<file path="src/rtl/core/uad_pkg.sv">
// uad_pkg: shared types, constants and tables of the url autolink detector
// no dependencies; imported by uad_step, url_autolink_detector and uad_checker
package uad_pkg;

  localparam int unsigned LEN_WIDTH_DEF = 16;
  localparam int unsigned NUM_SCHEMES   = 4;
  localparam int unsigned PFX_MAX_LEN   = 8;
  localparam int unsigned POS_W         = $clog2(PFX_MAX_LEN);

  localparam logic [7:0] CH_SPACE = 8'h20;
  localparam logic [7:0] CH_TAB   = 8'h09;
  localparam logic [7:0] CH_CR    = 8'h0D;
  localparam logic [7:0] CH_LF    = 8'h0A;
  localparam logic [7:0] CH_QUOTE = 8'h22;

  // scheme codes
  localparam logic [1:0] SCH_HTTP   = 2'd0;
  localparam logic [1:0] SCH_HTTPS  = 2'd1;
  localparam logic [1:0] SCH_FTP    = 2'd2;
  localparam logic [1:0] SCH_MAILTO = 2'd3;

  // shortest prefix; any match reports at least this many link bytes
  localparam logic [15:0] MIN_LINK_LEN = 16'd6;

  // prefix text, one byte per position, unused positions zero
  localparam logic [7:0] PFX_CHAR [NUM_SCHEMES][PFX_MAX_LEN] = '{
    '{"h", "t", "t", "p", ":", "/", "/", 8'h00},
    '{"h", "t", "t", "p", "s", ":", "/", "/"},
    '{"f", "t", "p", ":", "/", "/", 8'h00, 8'h00},
    '{"m", "a", "i", "l", "t", "o", ":", 8'h00}
  };

  localparam logic [3:0] PFX_LEN [NUM_SCHEMES] = '{4'd7, 4'd8, 4'd6, 4'd7};

  typedef enum logic [1:0] {
    PH_IDLE,
    PH_PREFIX,
    PH_TAIL
  } phase_e;

  typedef struct packed {
    logic [7:0] ch;
    logic       begin_req;
    logic       at_text_start;
    logic       end_of_text;
  } in_word_t;

  typedef struct packed {
    logic        matched;
    logic        blank_len;
    logic [1:0]  scheme_index;
    logic [15:0] link_len;
  } out_word_t;

  // scan state apart from the link counter, whose width is a parameter
  typedef struct packed {
    phase_e           phase;
    logic [3:0]       alive;
    logic [POS_W-1:0] pos;
    logic             lead_blank;
    logic [7:0]       prev_char;
    logic [1:0]       scheme;
  } scan_state_t;

  function automatic logic is_blank(logic [7:0] c);
    return (c == CH_SPACE) || (c == CH_TAB) || (c == CH_CR) || (c == CH_LF);
  endfunction

  function automatic logic is_punct(logic [7:0] c);
    return (c == ",") || (c == ".") || (c == "?") || (c == "!") ||
           (c == ":") || (c == ";") || (c == "'");
  endfunction

endpackage

</file>
<file path="src/rtl/core/uad_step.sv">
// uad_step: next-state and result logic for one text byte
// depends on uad_pkg
module uad_step #(
  parameter int unsigned LEN_WIDTH = uad_pkg::LEN_WIDTH_DEF
) (
  input  uad_pkg::in_word_t    word_i,
  input  uad_pkg::scan_state_t st_i,
  input  logic [LEN_WIDTH-1:0] cnt_i,
  output uad_pkg::scan_state_t st_o,
  output logic [LEN_WIDTH-1:0] cnt_o,
  output logic                 emit_o,
  output uad_pkg::out_word_t   res_o
);
  import uad_pkg::*;

  localparam logic [LEN_WIDTH-1:0] CntMax = '1;
  localparam int unsigned RepW = (LEN_WIDTH > 16) ? LEN_WIDTH : 16;

  scan_state_t          st_e;
  logic [LEN_WIDTH-1:0] cnt_e;
  logic [LEN_WIDTH-1:0] cnt_inc;
  logic [3:0]           alive_n;
  logic                 done;
  logic [1:0]           done_sch;
  logic                 term;
  logic [LEN_WIDTH-1:0] fcnt;
  logic [7:0]           fprev;
  logic                 flen_ok;
  logic [LEN_WIDTH-1:0] flen;
  logic [RepW-1:0]      flen_ext;
  out_word_t            fin_res;

  // effective state: a begin byte restarts the attempt
  always_comb begin
    st_e  = st_i;
    cnt_e = cnt_i;
    if (word_i.begin_req) begin
      st_e.phase      = PH_PREFIX;
      st_e.alive      = 4'hF;
      st_e.pos        = '0;
      st_e.lead_blank = is_blank(word_i.ch);
      st_e.prev_char  = 8'h00;
      st_e.scheme     = SCH_HTTP;
      cnt_e           = '0;
    end
  end

  // prefix compare, all schemes side by side
  always_comb begin
    alive_n  = '0;
    done     = 1'b0;
    done_sch = SCH_HTTP;
    for (int j = 0; j < NUM_SCHEMES; j++) begin
      alive_n[j] = st_e.alive[j] && ({1'b0, st_e.pos} < PFX_LEN[j]) &&
                   (word_i.ch == PFX_CHAR[j][st_e.pos]);
    end
    for (int j = NUM_SCHEMES - 1; j >= 0; j--) begin
      if (alive_n[j] && (({1'b0, st_e.pos} + 4'd1) == PFX_LEN[j])) begin
        done     = 1'b1;
        done_sch = 2'(j);
      end
    end
  end

  // tail: counter and end-of-link evaluation
  always_comb begin
    term     = (word_i.ch == CH_QUOTE) || (word_i.ch <= CH_SPACE);
    cnt_inc  = (cnt_e == CntMax) ? cnt_e : cnt_e + LEN_WIDTH'(1);
    fcnt     = term ? cnt_e : cnt_inc;
    fprev    = term ? st_e.prev_char : word_i.ch;
    flen_ok  = fcnt > LEN_WIDTH'(PFX_LEN[st_e.scheme]);
    flen     = fcnt - LEN_WIDTH'((fcnt != CntMax) && is_punct(fprev));
    flen_ext = RepW'(flen);
    fin_res  = '0;
    if (flen_ok) begin
      fin_res.matched      = 1'b1;
      fin_res.blank_len    = st_e.lead_blank;
      fin_res.scheme_index = st_e.scheme;
      fin_res.link_len     = (flen_ext > RepW'(16'hFFFF)) ? 16'hFFFF : flen_ext[15:0];
    end
  end

  always_comb begin
    st_o   = st_e;
    cnt_o  = cnt_e;
    emit_o = 1'b0;
    res_o  = '0;
    if (word_i.begin_req && is_blank(word_i.ch)) begin
      if (word_i.end_of_text) begin
        emit_o     = 1'b1;
        st_o.phase = PH_IDLE;
      end
    end else if (word_i.begin_req && !word_i.at_text_start) begin
      emit_o     = 1'b1;
      st_o.phase = PH_IDLE;
    end else begin
      unique case (st_e.phase)
        PH_PREFIX: begin
          st_o.alive = alive_n;
          if (alive_n == 4'h0) begin
            emit_o     = 1'b1;
            st_o.phase = PH_IDLE;
          end else begin
            if (done) begin
              st_o.scheme    = done_sch;
              st_o.prev_char = word_i.ch;
              st_o.phase     = PH_TAIL;
              cnt_o          = LEN_WIDTH'(PFX_LEN[done_sch]);
            end else begin
              st_o.pos = st_e.pos + POS_W'(1);
            end
            if (word_i.end_of_text) begin
              emit_o     = 1'b1;
              st_o.phase = PH_IDLE;
            end
          end
        end
        PH_TAIL: begin
          if (!term) begin
            cnt_o          = cnt_inc;
            st_o.prev_char = word_i.ch;
          end
          if (term || word_i.end_of_text) begin
            emit_o     = 1'b1;
            res_o      = fin_res;
            st_o.phase = PH_IDLE;
          end
        end
        default: begin
          // idle byte without begin: nothing to do
        end
      endcase
    end
  end

endmodule

</file>
<file path="src/rtl/core/url_autolink_detector.sv">
// url_autolink_detector: top level of the url autolink recognizer
// depends on uad_pkg and uad_step
//
//  channel | direction | handshake                | word
//  --------+-----------+--------------------------+-----------------------
//  in      | input     | in_valid_i / in_stall_o   | uad_pkg::in_word_t
//  out     | output    | out_valid_o / out_stall_i | uad_pkg::out_word_t
//
// one text byte per cycle while in_stall_o is low; a byte is held in the
// input register and its result, if any, is loaded into the output
// register when that byte is processed, so a result passes both registers
// reset (async, active low) empties both registers and returns the scan to idle
// a stalled result holds the output register; the input register then holds
// its byte and in_stall_o rises until the result is taken
module url_autolink_detector #(
  parameter int unsigned LEN_WIDTH = uad_pkg::LEN_WIDTH_DEF
) (
  input  logic               clk_i,
  input  logic               rst_ni,
  input  logic               in_valid_i,
  output logic               in_stall_o,
  input  uad_pkg::in_word_t  in_word_i,
  output logic               out_valid_o,
  input  logic               out_stall_i,
  output uad_pkg::out_word_t out_word_o
);
  import uad_pkg::*;

  // input register
  logic        in_valid_q;
  in_word_t    in_word_q;

  // output register
  logic        out_valid_q;
  out_word_t   out_word_q;

  // scan state
  scan_state_t          st_q, st_d;
  logic [LEN_WIDTH-1:0] cnt_q, cnt_d;

  logic        emit;
  out_word_t   res;
  logic        out_free;
  logic        proc;
  logic        in_take;

  // output slot is free when empty or being taken this cycle
  assign out_free = !out_valid_q || !out_stall_i;
  // the buffered byte is consumed only when its result has somewhere to go
  assign proc     = in_valid_q && out_free;
  assign in_stall_o = in_valid_q && !out_free;
  assign in_take  = in_valid_i && !in_stall_o;

  uad_step #(
    .LEN_WIDTH(LEN_WIDTH)
  ) u_step (
    .word_i (in_word_q),
    .st_i   (st_q),
    .cnt_i  (cnt_q),
    .st_o   (st_d),
    .cnt_o  (cnt_d),
    .emit_o (emit),
    .res_o  (res)
  );

  // control and scan state
  always_ff @(posedge clk_i or negedge rst_ni) begin
    if (!rst_ni) begin
      in_valid_q         <= 1'b0;
      out_valid_q        <= 1'b0;
      st_q.phase         <= PH_IDLE;
      st_q.alive         <= '0;
      st_q.pos           <= '0;
      st_q.lead_blank    <= 1'b0;
      st_q.prev_char     <= '0;
      st_q.scheme        <= SCH_HTTP;
      cnt_q              <= '0;
    end else begin
      if (in_take) begin
        in_valid_q <= 1'b1;
      end else if (proc) begin
        in_valid_q <= 1'b0;
      end
      if (proc) begin
        out_valid_q <= emit;
        st_q        <= st_d;
        cnt_q       <= cnt_d;
      end else if (!out_stall_i) begin
        out_valid_q <= 1'b0;
      end
    end
  end

  // payload registers
  always_ff @(posedge clk_i) begin
    if (in_take) begin
      in_word_q <= in_word_i;
    end
    if (proc && emit) begin
      out_word_q <= res;
    end
  end

  assign out_valid_o = out_valid_q;
  assign out_word_o  = out_word_q;

endmodule

</file>
<file path="config.mk">
export PLATFORM = sky130hd
export DESIGN_NAME = url_autolink_detector
export DESIGN_NICKNAME = d
export VERILOG_FILES = /design/src/rtl/core/uad_pkg.sv /design/src/rtl/core/uad_step.sv /design/src/rtl/core/url_autolink_detector.sv
export SDC_FILE = /design/constraint.sdc
export NUM_CORES = 1
export LEC_CHECK = 0
export BUFFER_PORTS_ARGS = -buffer_cell sky130_fd_sc_hd__buf_2
export CAP_MARGIN = 5
export CORE_MARGIN = 3
export CORE_UTILIZATION = 28
export DETAILED_ROUTE_END_ITERATION = 8
export PLACE_DENSITY = 0.43
export SLEW_MARGIN = 20
export SYNTH_ARGS = -nofsm -noshare
export SYNTH_HDL_FRONTEND = slang
export SYNTH_SLANG_ARGS = --single-unit
</file>
<file path="constraint.sdc">
create_clock -name clk_i -period 4.2 [get_ports clk_i]
set_clock_uncertainty 0.1 [all_clocks]
set_input_delay 0.42 -clock clk_i [delete_from_list [all_inputs] [get_ports clk_i]]
set_output_delay 0.42 -clock clk_i [all_outputs]
set_load 0.02 [all_outputs]
</file>
* After elaboration in Yosys (flattened, before gate mapping)
Memories as Yosys holds them, arrays and structs flattened. Index checks and enable logic that the tools add are counted. Widths: inputs -> output; s select.
Word-level totals: register bits after elaboration 69, memories kept 4, bits of input ports 15, word-level logic and storage cells 165, output and inout port bits 22, ROM bits 256
Memory list:
- (name not given) | depth 8, width 8, rd ports 1, clocked after Yosys merged registers in 0, wr ports 0, line uad_step.sv:55 | (word_i.ch == PFX_CHAR[j][st_e.pos]);
- (name not given) | depth 8, width 8, rd ports 1, clocked after Yosys merged registers in 0, wr ports 0, line uad_step.sv:55
- (name not given) | depth 8, width 8, rd ports 1, clocked after Yosys merged registers in 0, wr ports 0, line uad_step.sv:55
- (name not given) | depth 8, width 8, rd ports 1, clocked after Yosys merged registers in 0, wr ports 0, line uad_step.sv:55
Cells by class: bitwise gates (word level) 6, equality and inequality tests 24, $add $sub $neg 4, multiplexer cells 63, reductions and logical operators 39, magnitude comparators 8
Operators with widths (number):
- $mux 16 | 8
- $eq 8x6->1 const B | 9
- $mux 8 | 9
- $mux 10 | 4
- $mux 20 | 2
- $eq 8x8->1 | 4
- $pmux 16 s2 | 1
- $eq 8x4->1 const B | 3
- $mux 2 | 12
- $mux 7 | 3
- $logic_and 1x1->1 | 18
- $add 16x1->16 const B | 1
- $bmux 4 s2 | 2
- $eq 16x16->1 const B | 1
- $gt 16x16->1 const B | 1
- $gt 16x4->1 | 1
- $mux 4 | 4
- $ne 16x16->1 const B | 1
- $pmux 8 s2 | 1
- $sub 16x1->16 | 1
- $mux 1 | 13
- $logic_or 1x1->1 | 12
- $eq 4x3->1 const B | 2
- $le 8x6->1 const B | 1
- other kinds (20) | 30

* Depth between registers and ports, before layout
Gate-level depths: netlist of run 1.
depth after elaboration 25, depth in mapped cells 22, mapped depth without buffers 16

* Cells and area by module
A second synthesis of run 1 with hierarchy kept.
Second synthesis, totals: cells, all modules 637, area total of the unflattened synthesis 5781.8 um2
By module, submodules not included:
- uad_step | area each 3261.9 um2, cells an instance 519, instances 1, sequential area each 0.0 um2
- url_autolink_detector | area each 2519.9 um2, cells an instance 118, instances 1, sequential area each 1881.8 um2

* Worst setup path before layout of run 1
No wires, ideal clock.
kind reg-to-reg, from register in_word_q[2] (netlist name), to register out_word_q (netlist bit out_word_o[14]) (data pin), clock period less this slack 4362 ps, arrival time 4008 ps, setup time 254 ps, slack -162 ps, stages on the path, launching flop included 21, cells stage by stage edfxtp_1 > buf_6 > buf_2 > buf_2 > nor2b_1 > ha_1 > nand4b_1 > nor3_4 > buf_4 > a21oi_1 > xnor2_1 > nor2_1 > nand4_1 > nor4_1 > a41oi_1 > ha_1 > ha_1 > nand4bb_1 > a2111oi_2 > xor2_1 > nor2_1
Between the ends: cells in the longest elaborated chain, start to end 13
RTL lines:
- start, declared | line url_autolink_detector.sv:31 | in_word_t in_word_q;
- start signal, assigned | line url_autolink_detector.sv:97 | in_word_q <= in_word_i;
- parallel branches: the longest is 13 deep, another holds $add 16x1->16
- end signal, assigned | line url_autolink_detector.sv:100 | out_word_q <= res;
- end, declared | line url_autolink_detector.sv:35 | out_word_t out_word_q;
Several ways; the timed one is not identified. The select of a mux whose other input is x is not followed. A chain may end at the register's enable or synchronous reset.

* Final worst setup path of run 1
from register in_word_q[3] (netlist name), to register out_word_q (netlist bit out_word_o[11]) (data pin)
Between the ends: cells in the longest elaborated chain, start to end 14
RTL lines:
- $le 8x6->1 or $eq 8x6->1 (tied branches) | line uad_step.sv:67 | term = (word_i.ch == CH_QUOTE) || (word_i.ch <= CH_SPACE);
- $logic_or 1x1->1 | line uad_step.sv:67
- $mux 8 | line uad_step.sv:70 | fprev = term ? st_e.prev_char : word_i.ch;
- $eq 8x6->1 | line uad_pkg.sv:70 | return (c == ",") || (c == ".") || (c == "?") || (c == "!") ||
- $logic_or 1x1->1 (4 in a row) | line uad_pkg.sv:70
- $logic_or 1x1->1 (2 in a row) | line uad_pkg.sv:71 | (c == ":") || (c == ";") || (c == "'");
- $logic_and 1x1->1 | line uad_step.sv:72 | flen = fcnt - LEN_WIDTH'((fcnt != CntMax) && is_punct(fprev));
- $sub 16x1->16 | line uad_step.sv:72
- $gt 16x16->1 | line uad_step.sv:79 | fin_res.link_len = (flen_ext > RepW'(16'hFFFF)) ? 16'hFFFF : flen_ext[15:0];
- $mux 16 | line uad_step.sv:79
Several ways; a longest one is shown, not always the timed one.

==> run metrics, run 1 <==
Synth cell types=89; EDFF count, synth=31; I/O pin cnt=37; iteration count of the initial detailed-routing pass=5; RSZ-0062 raised after global routing=true; Crit Path Class=flop to flop; setup TNS=0 ns; layout cells sized above 1=0.2809; final worst path period share=0.9852; Main synth FF type=dfrtp_1; detailed-placement wirelength estimate=14460 µm; Compound-Gate Fraction of Synth Area=0.2667; Max VDD drop=0.0002155 V; sequential-to-total area share from yosys stat=0.3403; most frequent cells in the layout=buf_4, nand2_1, nor2_1, o21ai_0, dfrtp_1; first-pass GRT wire length=30500 µm; Max-Cap Viols=0; final hold slack=-0.03101 ns; mux cell area share after synthesis=0.02647; Worst-Margin Slew=0.7163 ns; failing checks=hold timing; Setup crit start kind=flop; crit path DAT=4.15 ns; Placed Cells incl. Taps=977; R2R setup slack=0.06 ns; std cell rows=50; # setup viols final=0; CTS clk-pin slew, worst paths=0.06 ns; Async SR Flop Fraction=0.5507; CP Data Required Time=4.21 ns; drt total wl=19430 µm; via count=5349; largest net degree at the start of global routing=39; CTS Buffer Depth=2; Worst Path Max Fanout=3; Num CTS Buffers=9; slew margin rel.=0.5213; post-route setup slack=0.06227 ns; Root Buffer Master=clkbuf_16; CP Depth=14; Synth Area in Simple Gates=0.2314; Crit path buffers/inverters=0; Port Buffers=36; R2R Path End=out_word_o[11]; number of warnings issued by yosys=0; status=complete, but fails checks; dpl ws=-0.1012 ns; commonest non-fill, non-tap cell in the layout=buf_4; DIE WIDTH=146.5 µm; post-synthesis adder-cell area fraction=0.04072; Nets=765; antenna violations before repair=0; final instance area=7077 µm²; Hold Crit Class=input port to async pin; wire per inst=19.49 µm; FF+latch count, synth=69; Core ar.=19080 µm²; CTS tree=done; Synth Net Count=665; delay-heaviest family, CP=simple AND/OR/NAND/NOR gates; H-Tree Depth=3; DRC violations left=0; met3 wire length=597 µm; Antenna Cells=0; TritonCTS sink count=69; Synth Area in XOR/XNOR=0.04118; Final Wtd Congestion=0.9264; Mean Syn Cell Area=8.750 µm²; die footprint=21470 µm²; post-route ant nets=0; worst r2r path cells=14; Lkg Pwr=2.823 nW; fin. max-slew vios=0; RR Startpoint=in_word_q[3]; grt total ovfl=0; Post-Syn Instances=632; placed inst area=6510 µm²; height of the die=146.5 µm; Initial Utilization=0.2898; Pwr per Cell Area=417.0 nW/µm²; synthesized cell area=5530 µm²; vias per inst=5.365; Crit. Startpoint=in_word_q[3]; Setup crit end=out_word_o[11]; Layout area overhead=27.96%; wl on met1=8403 µm; vias in the first global route=5411; worst skew pair latency=0.35 ns; Total GRT Usage=0.1800; Top Layer Used=met4; worst path cell trace=o41a_4 > nor2_4 > mux2_4 > or3_4 > a21oi_2 > o21ai_1 > a221o_1 > a41oi_2 > ha_2 > nand3b_1 > or4b_4 > nor3_4 > xnor2_1 > nor2_1; Fin. Hold Viols=38; top achievable clock speed=241.7 MHz; met2 routed WL=9632 µm; fin crit period=4.138 ns; drt first-iter violations=396; crit-path max cell delay=0.56 ns; critical path's slowest cell=or4b_4; Tot Pwr=0.002951 W; Worst setup EP type=flop; post-route insts no fill=997; largest family of logic cells by synthesized area=compound AO/OA/AOI/OAI gates
## through the flow
step	util	hold slack (ns)
CTS	0.3574	0.1265
global route	0.3709	0.006922
finish	0.3709	-0.03101
floorplan	-	0.02441
global placement	0.3412	0.3672
detailed placement	0.3412	0.3735
## report_power, final
group / leakage, nW / switching, W / internal [W]
registers: 0.798 / 0.000129 / 0.000859
clock network: 0.140 / 0.000329 / 0.000462
logic: 1.89 / 0.000698 / 0.000473
total: 2.82 / 0.00116 / 0.00179
## logic make-up after synthesis
family / after synthesis
XOR/XNOR: 26
flip-flops: 69
buffers and inverters: 60
multiplexers: 14
AND/OR/NAND/NOR: 235
AO/OA/AOI/OAI: 210
adder cells (fa/ha/maj): 18
## repair_timing
action                                  CTS  global route
resized for setup                         2            48
hold buffers                              0             0
endpoints found under the hold margin     0             0
endpoints found under the setup margin    6            21
pin swaps                                 2            10
cloned                                    0             1
buffers inserted                          0             3
## registers in the layout, summed over array words and instances, names as in the netlist
signal / count
st_q: 20
cnt_q: 16
out_valid_o: 1
in_word_q: 11
out_word_o: 20
in_valid_q: 1
## final cells by class
| type | instances | area [µm²] |
|---|---|---|
| repair buffers | 131 | 915.9 |
| clock buffers | 9 | 225.2 |
| clock inverters | 7 | 75.07 |
| well taps | 260 | 325.3 |
| flip-flops and latches | 69 | 1882 |
| inverters | 18 | 70.07 |
| multi-input cells | 503 | 3583 |
| fillers | 1984 | 12000 |
## cell usage after synthesis, types with 4 or more instances
cell / instances / area share
a211o_1: 9 / 0.014
a211oi_1: 18 / 0.024
a21o_1: 6 / 0.0081
a21oi_1: 40 / 0.036
a22oi_1: 10 / 0.014
a31oi_1: 10 / 0.011
a32o_1: 5 / 0.0091
and2_1: 9 / 0.010
and3_1: 5 / 0.0057
buf_2: 15 / 0.014
buf_6: 5 / 0.010
clkbuf_1: 15 / 0.010
dfrtp_1: 38 / 0.17
edfxtp_1: 31 / 0.17
ha_1: 18 / 0.041
inv_1: 16 / 0.011
mux2i_1: 11 / 0.020
nand2_1: 60 / 0.041
nand2b_1: 15 / 0.017
nand3_1: 4 / 0.0036
nand4_1: 12 / 0.014
nand4b_1: 4 / 0.0063
nor2_1: 52 / 0.035
nor2b_1: 18 / 0.020
nor3_1: 11 / 0.010
nor3b_1: 4 / 0.0054
nor4_1: 5 / 0.0057
o2111ai_1: 5 / 0.0079
o211ai_1: 6 / 0.0081
o21a_1: 5 / 0.0068
o21ai_0: 47 / 0.043
o22a_1: 5 / 0.0079
o31ai_1: 4 / 0.0054
or2_2: 4 / 0.0045
or3_1: 4 / 0.0045
xnor2_1: 13 / 0.021
xor2_1: 13 / 0.021
## per-layer routing
metal | vias to the layer above | track usage
met5 | - | 0
met4 | 0 | 0.08514
met3 | 37 | 0.02545
met2 | 115 | 0.3110
met1 | 2614 | 0.2211
li1 | 2583 | -
## worst min path at each step
stage / endpoint / cells past startpoint
3_5_place_dp: st_q[10] / 2
2_1_floorplan: cnt_q[0] / 0
5_1_grt: cnt_q[14] / 1
4_1_cts: in_word_q[0] / 1
3_3_place_gp: st_q[10] / 2
6_report: cnt_q[14] / 1
No activity file was read; power rests on OpenSTA's default activity.
==> inputs of run 2 (changes only) <==
- CORE_MARGIN: 3 -> 2
==> run 2 against run 1 <==
The run now ends clean. Final cell count unchanged. Final area down 1.3%. Clock power up 8.7%. Sequential cell count unchanged. Register-to-register slack worse by 0.06 ns. Worst hold slack better by 0.15 ns. Utilization down 1.1 points. Clock-buffer cell count unchanged. Largest cell class unchanged.
==> run metrics, run 2 (synthesized netlist as in run 1, its figures left out) <==
critical path's slowest cell=or4b_4; Worst Path Max Fanout=3; detailed-placement wirelength estimate=14560 µm; Core ar.=19400 µm²; Clk pwr share=0.288; H-Tree Depth=3; most frequent cells in the layout=buf_4, nand2_1, nor2_1, o21ai_0, a21oi_1; RR Startpoint=in_word_q[3]; Num CTS Buffers=9; Setup crit start kind=flop; sequential share of power=0.333; std cell rows=51; wire per inst=19.63 µm; final hold slack=0.1201 ns; Final Wtd Congestion=0.9074; RSZ-0062 raised after global routing=true; height of the die=144.5 µm; DIE WIDTH=144.5 µm; vias per inst=5.399; Total GRT Usage=0.1928; Worst-Margin Slew=0.9941 ns; R2R setup slack=0.002 ns; CP Data Required Time=4.21 ns; worst path cell trace=o41a_4 > nor2_4 > mux2_4 > or3_4 > a21oi_2 > o21ai_1 > a221o_1 > a41oi_2 > ha_2 > nand3b_1 > or4b_4 > nor3_4 > xor2_1 > nor2_1; first-pass GRT wire length=30460 µm; largest net degree at the start of global routing=39; commonest non-fill, non-tap cell in the layout=buf_4; Max-Cap Viols=0; fin. max-slew vios=0; DRC violations left=0; worst skew pair latency=0.36 ns; setup TNS=0 ns; top achievable clock speed=238.2 MHz; TritonCTS sink count=69; drt total wl=19570 µm; Initial Utilization=0.2851; Nets=760; NetSw=0.001151 W; Max VDD drop=0.0002248 V; Pwr per Cell Area=428.3 nW/µm²; post-route insts no fill=997; vias in the first global route=5375; crit path DAT=4.21 ns; fin crit period=4.198 ns; hold_buf cts=0; Crit Path Class=flop to flop; die footprint=20890 µm²; status=finished, final reports clean; Hold Crit Class=input port to async pin; placed inst area=6486 µm²; layout cells sized above 1=0.2609; CTS tree=done; Placed Cells incl. Taps=978; CTS Buffer Depth=2; Antenna Cells=0; Internal=0.001841 W; # setup viols final=0; final worst path period share=0.9994; Worst setup EP type=flop; drt first-iter violations=448; slew margin rel.=0.3373; post-layout util=0.3601; grt total ovfl=0; via count=5383; antenna violations before repair=0; Layout area overhead=26.31%; CTS clk-pin slew, worst paths=0.06 ns; iteration count of the initial detailed-routing pass=5; I/O pin cnt=37; Port Buffers=36; Sw Ratio=0.3848; Root Buffer Master=clkbuf_16; final instance area=6985 µm²; Fin. Hold Viols=0; crit-path max cell delay=0.57 ns; Lkg Pwr=2.813 nW; Crit. Startpoint=in_word_q[3]; post-route ant nets=0; Logic pwr share=0.380
-- run 2: cell count changes in the layout (fill, tap and decap cells not counted), sizes merged --
cell      delta
buf          -5
bufinv       +1
clkinvlp     -1
-- run 2: metal layers --
layer | wire length (µm) | global-route usage | up-vias
li1 | - | - | 2572
met1 | 8624 | 0.2381 | 2677
met2 | 10020 | 0.3405 | 105
met3 | 487 | 0.02219 | 29
met4 | 438 | 0.07971 | 0
met5 | 0 | 0 | -
-- run 2: path summary, 6_finish.rpt --
kind	endpoint	cells after the start
hold / removal	cnt_q[7]	1
setup / recovery	out_word_o[9]	14
min in group clk_i	in_word_q[7]	1
max in group asynchronous	st_q[0]	1
hold reg to reg	st_q[10]	2
setup reg to reg	out_word_o[9]	14
-- run 2: stage by stage --
| stage | total power (W) | setup slack (ns) |
|---|---|---|
| floorplan | 0.001679 | -0.01036 |
| global placement | 0.002084 | -0.01248 |
| detailed placement | 0.002095 | -0.1323 |
| CTS | 0.002977 | 0.002272 |
| global route | 0.003171 | -0.1163 |
| finish | 0.002992 | 0.002367 |
-- run 2: critical path, delay by kind of cell, from the launching register on --
kind / cells / cell delay, ns
AOI/OAI and AO/OA: 5 / 1.31
xor gates and xnor gates: 1 / 0.15
adders and majority gates: 1 / 0.21
DFF: 1 / 0.40
muxes: 1 / 0.32
and+or+nand+nor: 6 / 1.47
-- run 2: layout make-up --
class | count | area (µm²)
clock buffers | 9 | 225.2
flip-flops and latches | 69 | 1882
well taps | 265 | 331.6
inverters | 18 | 67.56
fillers | 2027 | 12410
multi-input cells | 503 | 3513
clock inverters | 7 | 98.84
repair buffers | 126 | 867.1
-- run 2: power groups by stage --
stage          clock, W  sequential [W]  combinational, W
3_5_place_dp          0         0.00101           0.00109
2_1_floorplan         0        0.000989          0.000690
5_1_grt        0.000902         0.00102           0.00125
4_1_cts        0.000883        0.000994           0.00110
6_report       0.000860        0.000995           0.00114
3_3_place_gp          0         0.00101           0.00108
-- run 2: repair_timing --
action	in CTS	in global routing
setup buffers	0	3
endpoints found under the setup margin	6	19
pin swaps	3	8
resized for setup	6	25
